`src/hw/rtl/ata_rd_pkg.sv`:
```
// shared types, codes and constants for the ata pio lba28 sector reader
// used by ata_rd_step, ata_pio_sector_reader and ata_rd_checker
package ata_rd_pkg;

    localparam int WORDS_PER_SECTOR = 256;
    localparam int DISCARD_READS    = 5;
    localparam int MAX_RES          = 6;
    localparam int CNT_W            = $clog2(MAX_RES + 1);

    // input kinds (s_tuser)
    localparam logic IN_START  = 1'b0;
    localparam logic IN_ANSWER = 1'b1;

    // result kinds (m_tuser)
    localparam logic [1:0] RK_READ   = 2'd0;
    localparam logic [1:0] RK_WRITE  = 2'd1;
    localparam logic [1:0] RK_DATA   = 2'd2;
    localparam logic [1:0] RK_REJECT = 2'd3;

    // sequencer phases
    localparam logic [3:0] PH_IDLE      = 4'd0;
    localparam logic [3:0] PH_WAIT_FREE = 4'd1;
    localparam logic [3:0] PH_WAIT_HEAD = 4'd2;
    localparam logic [3:0] PH_WAIT_DRQ  = 4'd3;
    localparam logic [3:0] PH_DATA      = 4'd4;

    // register offsets from the task file base
    localparam logic [2:0] OFF_DATA   = 3'd0;
    localparam logic [2:0] OFF_COUNT  = 3'd2;
    localparam logic [2:0] OFF_LBA0   = 3'd3;
    localparam logic [2:0] OFF_LBA1   = 3'd4;
    localparam logic [2:0] OFF_LBA2   = 3'd5;
    localparam logic [2:0] OFF_HEAD   = 3'd6;
    localparam logic [2:0] OFF_STATUS = 3'd7;

    localparam logic [7:0] ST_BSY        = 8'h80;
    localparam logic [7:0] ST_DRQ        = 8'h08;
    localparam logic [7:0] HEAD_LBA_BITS = 8'hE0;
    localparam logic [7:0] CMD_READ      = 8'h20;
    localparam logic [7:0] ONE_SECTOR    = 8'h01;

    typedef struct packed {
        logic [3:0]  phase;
        logic [2:0]  discard_count;
        logic [7:0]  words_read;
        logic [27:0] lba;
    } ctrl_state_t;

    typedef struct packed {
        logic        sector_done;
        logic [7:0]  word_index;
        logic [15:0] data_word;
        logic [7:0]  write_value;
        logic [2:0]  port_offset;
        logic [1:0]  result_kind;
    } result_t;

    function automatic result_t mk_read(input logic [2:0] port);
        result_t r;
        r             = '0;
        r.result_kind = RK_READ;
        r.port_offset = port;
        return r;
    endfunction

    function automatic result_t mk_write(input logic [2:0] port, input logic [7:0] val);
        result_t r;
        r             = '0;
        r.result_kind = RK_WRITE;
        r.port_offset = port;
        r.write_value = val;
        return r;
    endfunction

    function automatic result_t mk_word(input logic [15:0] word, input logic [7:0] idx,
                                        input logic done);
        result_t r;
        r             = '0;
        r.result_kind = RK_DATA;
        r.data_word   = word;
        r.word_index  = idx;
        r.sector_done = done;
        return r;
    endfunction

endpackage

```
`src/hw/rtl/ata_rd_step.sv`:
```
// next-state and result-list logic for one input beat of the sector reader
// depends on ata_rd_pkg
module ata_rd_step
    import ata_rd_pkg::*;
(
    input  ctrl_state_t                cur,
    input  logic                       in_kind,
    input  logic [27:0]                in_sector,
    input  logic [15:0]                in_read_data,
    output ctrl_state_t                nxt,
    output result_t [MAX_RES-1:0]      res,
    output logic [CNT_W-1:0]           res_cnt
);

    localparam logic [2:0] DISCARD_LIM = 3'(DISCARD_READS);
    localparam logic [8:0] WPS         = 9'(WORDS_PER_SECTOR);

    logic [3:0] ph;
    logic [7:0] status;
    logic       word_done;

    assign status    = in_read_data[7:0];
    assign word_done = ({1'b0, cur.words_read} + 9'd1) >= WPS;

    always_comb begin
        // out-of-range phase codes behave as idle
        ph        = (cur.phase > PH_DATA) ? PH_IDLE : cur.phase;
        nxt       = cur;
        nxt.phase = ph;
        res       = '0;
        res_cnt   = '0;

        if (in_kind == IN_START) begin
            if (ph != PH_IDLE) begin
                res[0]             = '0;
                res[0].result_kind = RK_REJECT;
                res_cnt            = CNT_W'(1);
            end else begin
                nxt.lba           = in_sector;
                nxt.words_read    = '0;
                nxt.phase         = PH_WAIT_FREE;
                nxt.discard_count = '0;
                res[0]            = mk_read(OFF_STATUS);
                res_cnt           = CNT_W'(1);
            end
        end else begin
            case (ph) inside
                PH_WAIT_FREE, PH_WAIT_HEAD, PH_WAIT_DRQ: begin
                    if (cur.discard_count < DISCARD_LIM) begin
                        nxt.discard_count = cur.discard_count + 3'd1;
                        res[0]            = mk_read(OFF_STATUS);
                        res_cnt           = CNT_W'(1);
                    end else if (ph == PH_WAIT_FREE) begin
                        if ((status & ST_BSY) != 8'h00) begin
                            res[0]  = mk_read(OFF_STATUS);
                            res_cnt = CNT_W'(1);
                        end else begin
                            res[0]  = mk_write(OFF_HEAD, {4'h0, cur.lba[27:24]} | HEAD_LBA_BITS);
                            res[1]  = mk_read(OFF_STATUS);
                            res_cnt = CNT_W'(2);
                            nxt.phase         = PH_WAIT_HEAD;
                            nxt.discard_count = '0;
                        end
                    end else if (ph == PH_WAIT_HEAD) begin
                        if ((status & ST_BSY) != 8'h00) begin
                            res[0]  = mk_read(OFF_STATUS);
                            res_cnt = CNT_W'(1);
                        end else begin
                            res[0]  = mk_write(OFF_LBA0, cur.lba[7:0]);
                            res[1]  = mk_write(OFF_LBA1, cur.lba[15:8]);
                            res[2]  = mk_write(OFF_LBA2, cur.lba[23:16]);
                            res[3]  = mk_write(OFF_COUNT, ONE_SECTOR);
                            res[4]  = mk_write(OFF_STATUS, CMD_READ);
                            res[5]  = mk_read(OFF_STATUS);
                            res_cnt = CNT_W'(6);
                            nxt.phase         = PH_WAIT_DRQ;
                            nxt.discard_count = '0;
                        end
                    end else begin
                        if ((status & ST_DRQ) != ST_DRQ) begin
                            res[0]  = mk_read(OFF_STATUS);
                            res_cnt = CNT_W'(1);
                        end else begin
                            nxt.phase = PH_DATA;
                            res[0]    = mk_read(OFF_DATA);
                            res_cnt   = CNT_W'(1);
                        end
                    end
                end
                PH_DATA: begin
                    res[0] = mk_word(in_read_data, cur.words_read, word_done);
                    if (word_done) begin
                        nxt.phase      = PH_IDLE;
                        nxt.words_read = '0;
                        res_cnt        = CNT_W'(1);
                    end else begin
                        nxt.words_read = cur.words_read + 8'd1;
                        res[1]         = mk_read(OFF_DATA);
                        res_cnt        = CNT_W'(2);
                    end
                end
                default: begin
                    // answer while idle is dropped
                end
            endcase
        end
    end

endmodule

```
`src/hw/rtl/ata_pio_sector_reader.sv`:
```
// Host-side ATA PIO LBA28 single-sector read engine. A start beat (s_tuser = 0)
// latches a 28-bit sector; the engine then emits bus read/write requests on the
// master side and takes each bus read's answer as an s_tuser = 1 beat. Status
// waits issue five discarded status reads before polling; polling never times
// out. Each input beat's results are loaded into a six-entry result register
// that drains one beat per cycle while m_tready is high; a new input beat is
// taken in the same cycle that the last pending result leaves. Most input
// beats cause one result, so the engine sustains one beat per cycle when
// m_tready stays high; the command issue step causes six results, and a data
// word with its next read request causes two. No new input beat is taken
// until every result of the last one has left. A start while busy returns
// one rejected beat.
// depends on ata_rd_pkg and ata_rd_step
module ata_pio_sector_reader
    import ata_rd_pkg::*;
(
    input  logic        aclk,
    input  logic        aresetn,
    input  logic        s_tvalid,
    output logic        s_tready,
    input  logic [47:0] s_tdata,   // [27:0] sector, [43:28] read_data, [47:44] zero
    input  logic        s_tuser,   // [0] kind
    output logic        m_tvalid,
    input  logic        m_tready,
    output logic [39:0] m_tdata,   // [2:0] port_offset, [10:3] write_value,
                                   // [26:11] data_word, [34:27] word_index,
                                   // [35] sector_done, [39:36] zero
    output logic [1:0]  m_tuser,   // [1:0] result_kind
    output logic        m_tlast
);

    ctrl_state_t            st_reg, st_next, st_step;
    result_t [MAX_RES-1:0]  q_reg, q_next, step_res;
    logic [CNT_W-1:0]       cnt_reg, cnt_next, step_cnt;
    logic                   s_take, m_take;

    ata_rd_step u_step (
        .cur          (st_reg),
        .in_kind      (s_tuser),
        .in_sector    (s_tdata[27:0]),
        .in_read_data (s_tdata[43:28]),
        .nxt          (st_step),
        .res          (step_res),
        .res_cnt      (step_cnt)
    );

    assign m_tvalid = (cnt_reg != '0);
    assign m_take   = m_tvalid && m_tready;
    // free when empty or when the final pending beat leaves this cycle
    assign s_tready = (cnt_reg == '0) || (m_take && (cnt_reg == CNT_W'(1)));
    assign s_take   = s_tvalid && s_tready;

    assign m_tuser = q_reg[0].result_kind;
    assign m_tlast = (cnt_reg == CNT_W'(1));
    assign m_tdata = {4'h0, q_reg[0].sector_done, q_reg[0].word_index,
                      q_reg[0].data_word, q_reg[0].write_value, q_reg[0].port_offset};

    always_comb begin
        st_next  = st_reg;
        q_next   = q_reg;
        cnt_next = cnt_reg;
        if (s_take) begin
            st_next  = st_step;
            q_next   = step_res;
            cnt_next = step_cnt;
        end else if (m_take) begin
            for (int i = 0; i < MAX_RES - 1; i++) begin
                q_next[i] = q_reg[i+1];
            end
            q_next[MAX_RES-1] = '0;
            cnt_next          = cnt_reg - CNT_W'(1);
        end
    end

    always_ff @(posedge aclk) begin
        if (!aresetn) begin
            st_reg  <= '0;
            cnt_reg <= '0;
        end else begin
            st_reg  <= st_next;
            cnt_reg <= cnt_next;
        end
    end

    always_ff @(posedge aclk) begin
        q_reg <= q_next;
    end

endmodule

```
`config.mk`:
```
export PLATFORM = sky130hd
export DESIGN_NAME = ata_pio_sector_reader
export DESIGN_NICKNAME = d
export VERILOG_FILES = /design/src/hw/rtl/ata_rd_pkg.sv /design/src/hw/rtl/ata_rd_step.sv /design/src/hw/rtl/ata_pio_sector_reader.sv
export SDC_FILE = /design/constraint.sdc
export NUM_CORES = 1
export LEC_CHECK = 0
export ABC_AREA = 1
export BUFFER_PORTS_ARGS = -buffer_cell sky130_fd_sc_hd__buf_4
export CAP_MARGIN = 20
export CORE_MARGIN = 2
export CORE_UTILIZATION = 50
export CTS_BUF_LIST = sky130_fd_sc_hd__clkbuf_8
export DETAILED_ROUTE_END_ITERATION = 10
export GPL_ROUTABILITY_DRIVEN = 1
export PLACE_DENSITY = 0.73
export SYNTH_ARGS = -nofsm -noshare
export SYNTH_HDL_FRONTEND = slang
export SYNTH_SLANG_ARGS = --single-unit
```
`constraint.sdc`:
```
create_clock -name aclk -period 7.1 [get_ports aclk]
set_input_delay 0.355 -clock aclk [delete_from_list [all_inputs] [get_ports aclk]]
set_output_delay 0.355 -clock aclk [all_outputs]
set_load 0.01 [all_outputs]
```
==> flow_summary.yaml <==
yosys:
  synth_seq_area_share: 0.547
  post-synth-top-count-cell: "nor2_1"
  synth_seq_cells: 111
  ys_async_sr_fraction: 0
  yosysTopAreaCell: "edfxtp_1"
  netlist_area_um2: 5250
  synth_common_cells: "nor2_1 (103), nand2_1 (96), edfxtp_1 (65)"
  syn_avg_cell_area_um2: 8.85
  postSynthCellCount: 593
  synth_warnings: 0
  synth_edf_count: 65
  netlist_top_cells_area: "edfxtp_1 (37%), dfxtp_1 (18%), nor2_1 (7.4%)"
  synth_top_area_frac: 0.372
  ys.flop_type: "edfxtp_1"
  ys_types: 36
grt:
  grt_max_degree: 39
  grt_overflow: 0
  grt_first_pass_wirelength_um: 16300
  gr-usage-all-layers: 0.179
  antenna_found_initial: 0
  grt_pass1_vias: 3649
detailed_routing:
  wl_per_cell_um: 12.7
  drc_errors: 0
  drtIter0Drc: 246
  via_per_inst: 4.95
  first_pass_iters: 5
  ant_nets: 0
  drt-total-wl_um: 9830
  routed-via-count: 3843
floorplan:
  ios: 98
  fp.dieArea_um2: 11300
  core_um2: 10300
  fp.dieW_um: 106
  rows: 37
  die_h_um: 106
  start_util: 0.511
clock_network:
  ctsLongestPathBuffers: 2
  clk_pin_slew_ps: 110
  cts_buffers: 9
  cts_hold_buf: 0
  cts_tree: "yes"
  post_cts_buffers: 0
  root_buffer: "clkbuf_8"
  insertion_delay_ps: 380
  ctsResizeCount: 0
  clock_sinks: 111
  cts_htree_levels: 3
hold_path:
  min_from: "s_tdata[15]"
  hold_path_class: "in2reg"
sta:
  tightest_slew_ps: 1020
  setup_tns_ps: 0
  setup_viol: 0
  max_freq_mhz: 388
  slew_viol_final: 0
  finClkSkew_ps: 13.9
  worst_slew_margin_rel: 0.315
  worst_slack_ps: 4520
  finalCriticalPeriod_ps: 2580
  fin_crit_sh: 0.363
  hold_violations: 0
  rsz0062_at_grt: "no"
power_and_ir_drop:
  ir_drop_uv: 156
  p_leak_uw: 0.00248
  power.total_uw: 2280
  powerDensity_nw_per_um2: 386
placed_design:
  gp_congestion: 0.831
  place_hpwl_um: 6800
  portBuffers: 89
  place_worst_setup_slack_ps: 4510
setup_path:
  worst-setup-path-type: "reg2reg"
  crit_path_end_kind: "flop"
  r2r_start: "cnt_reg[0]$_SDFFE_PN0P_"
  cp-startpoint: "cnt_reg[0]$_SDFFE_PN0P_"
  startpoint_type: "flop"
  cp_max_fo: 37
  crit_required_ps: 7360
  cp_data_arrival_time_ps: 2840
layout:
  antenna_cells: 0
  drive_above_1_share: 0.214
  largest_reg_flops: 43
  final_nets: 693
  area_delta_synth_final_pct: 12.6
  utilization: 0.575
  n_fill_cell: 902
status:
  outcome: "finished, final reports clean"
job:
  drv_cap: 0
## stage by stage
stage,hold slack (ps),cell area (um^2),std cells
floorplan,430,5260,596
finish,202,5910,776
detailed placement,446,5700,760
global placement,441,5700,760
CTS,197,5910,776
global route,192,5910,776
## placed cells by master (no fill, tap or decap), types with 9 or more instances in the layout
cell type,instances
inv_1,49
o21ai_0,23
clkbuf_8,9
nand3_1,16
nand2_1,96
dfxtp_1,46
edfxtp_1,65
a21oi_1,35
o21ai_1,38
nor2_1,103
inv_2,12
buf_4,90
## critical path, cell delays in order, from the launching register on
cell	delay, ps
dfxtp_1	340
inv_1	100
ha_1	170
nand2_2	110
o21ai_4	790
buf_4	550
inv_1	150
a21oi_1	150
a31oi_1	90
## worst paths after layout
path / endpoint / slack [ps] / cells past startpoint
max reg2reg: cnt_reg[0]$_SDFFE_PN0P_ / 4520 / 8
max: cnt_reg[0]$_SDFFE_PN0P_ / 4520 / 8
min reg2reg: st_reg[18]$_SDFFE_PN0P_ / 460 / 2
min: st_reg[15]$_SDFFE_PN0P_ / 200 / 3
## cell families (layout without fill, tap and decap cells)
kind of cell,count (synthesis),after routing,share of synthesized area
AO/OA/AOI/OAI,107,107,0.108
XOR/XNOR,3,3,0.00501
adder cells (fa/ha/maj),5,5,0.0119
buffers and inverters,124,168,0.125
flip-flops,111,111,0.547
other,1,4,0.000715
AND/OR/NAND/NOR,242,242,0.202
## routing by layer
layer | global-route usage | wire, um | vias up
met5 | 0 | 0 | -
met4 | 0.0640 | 154 | 0
met3 | 0.0405 | 607 | 17
met2 | 0.312 | 4780 | 122
met1 | 0.217 | 4290 | 1731
li1 | - | - | 1973
## report_power, final
group / switching [uW] / total (uW) / internal, uW
combinational: 512 / 812 / 300
sequential: 85.4 / 1080 / 991
clock: 220 / 391 / 170
total: 818 / 2280 / 1460
## final cells by class
cell class / instances / area [um^2] / share of cell area
timing repair buffer: 90 / 676 / 0.114
clock buffer: 9 / 124 / 0.0210
multi-input combinational: 361 / 1740 / 0.295
sequential: 111 / 2870 / 0.486
clock inverter: 7 / 87.6 / 0.0148
inverter: 62 / 235 / 0.0398
tap: 136 / 170 / 0.0288
Note: power is estimated with default switching activity, not from simulation.
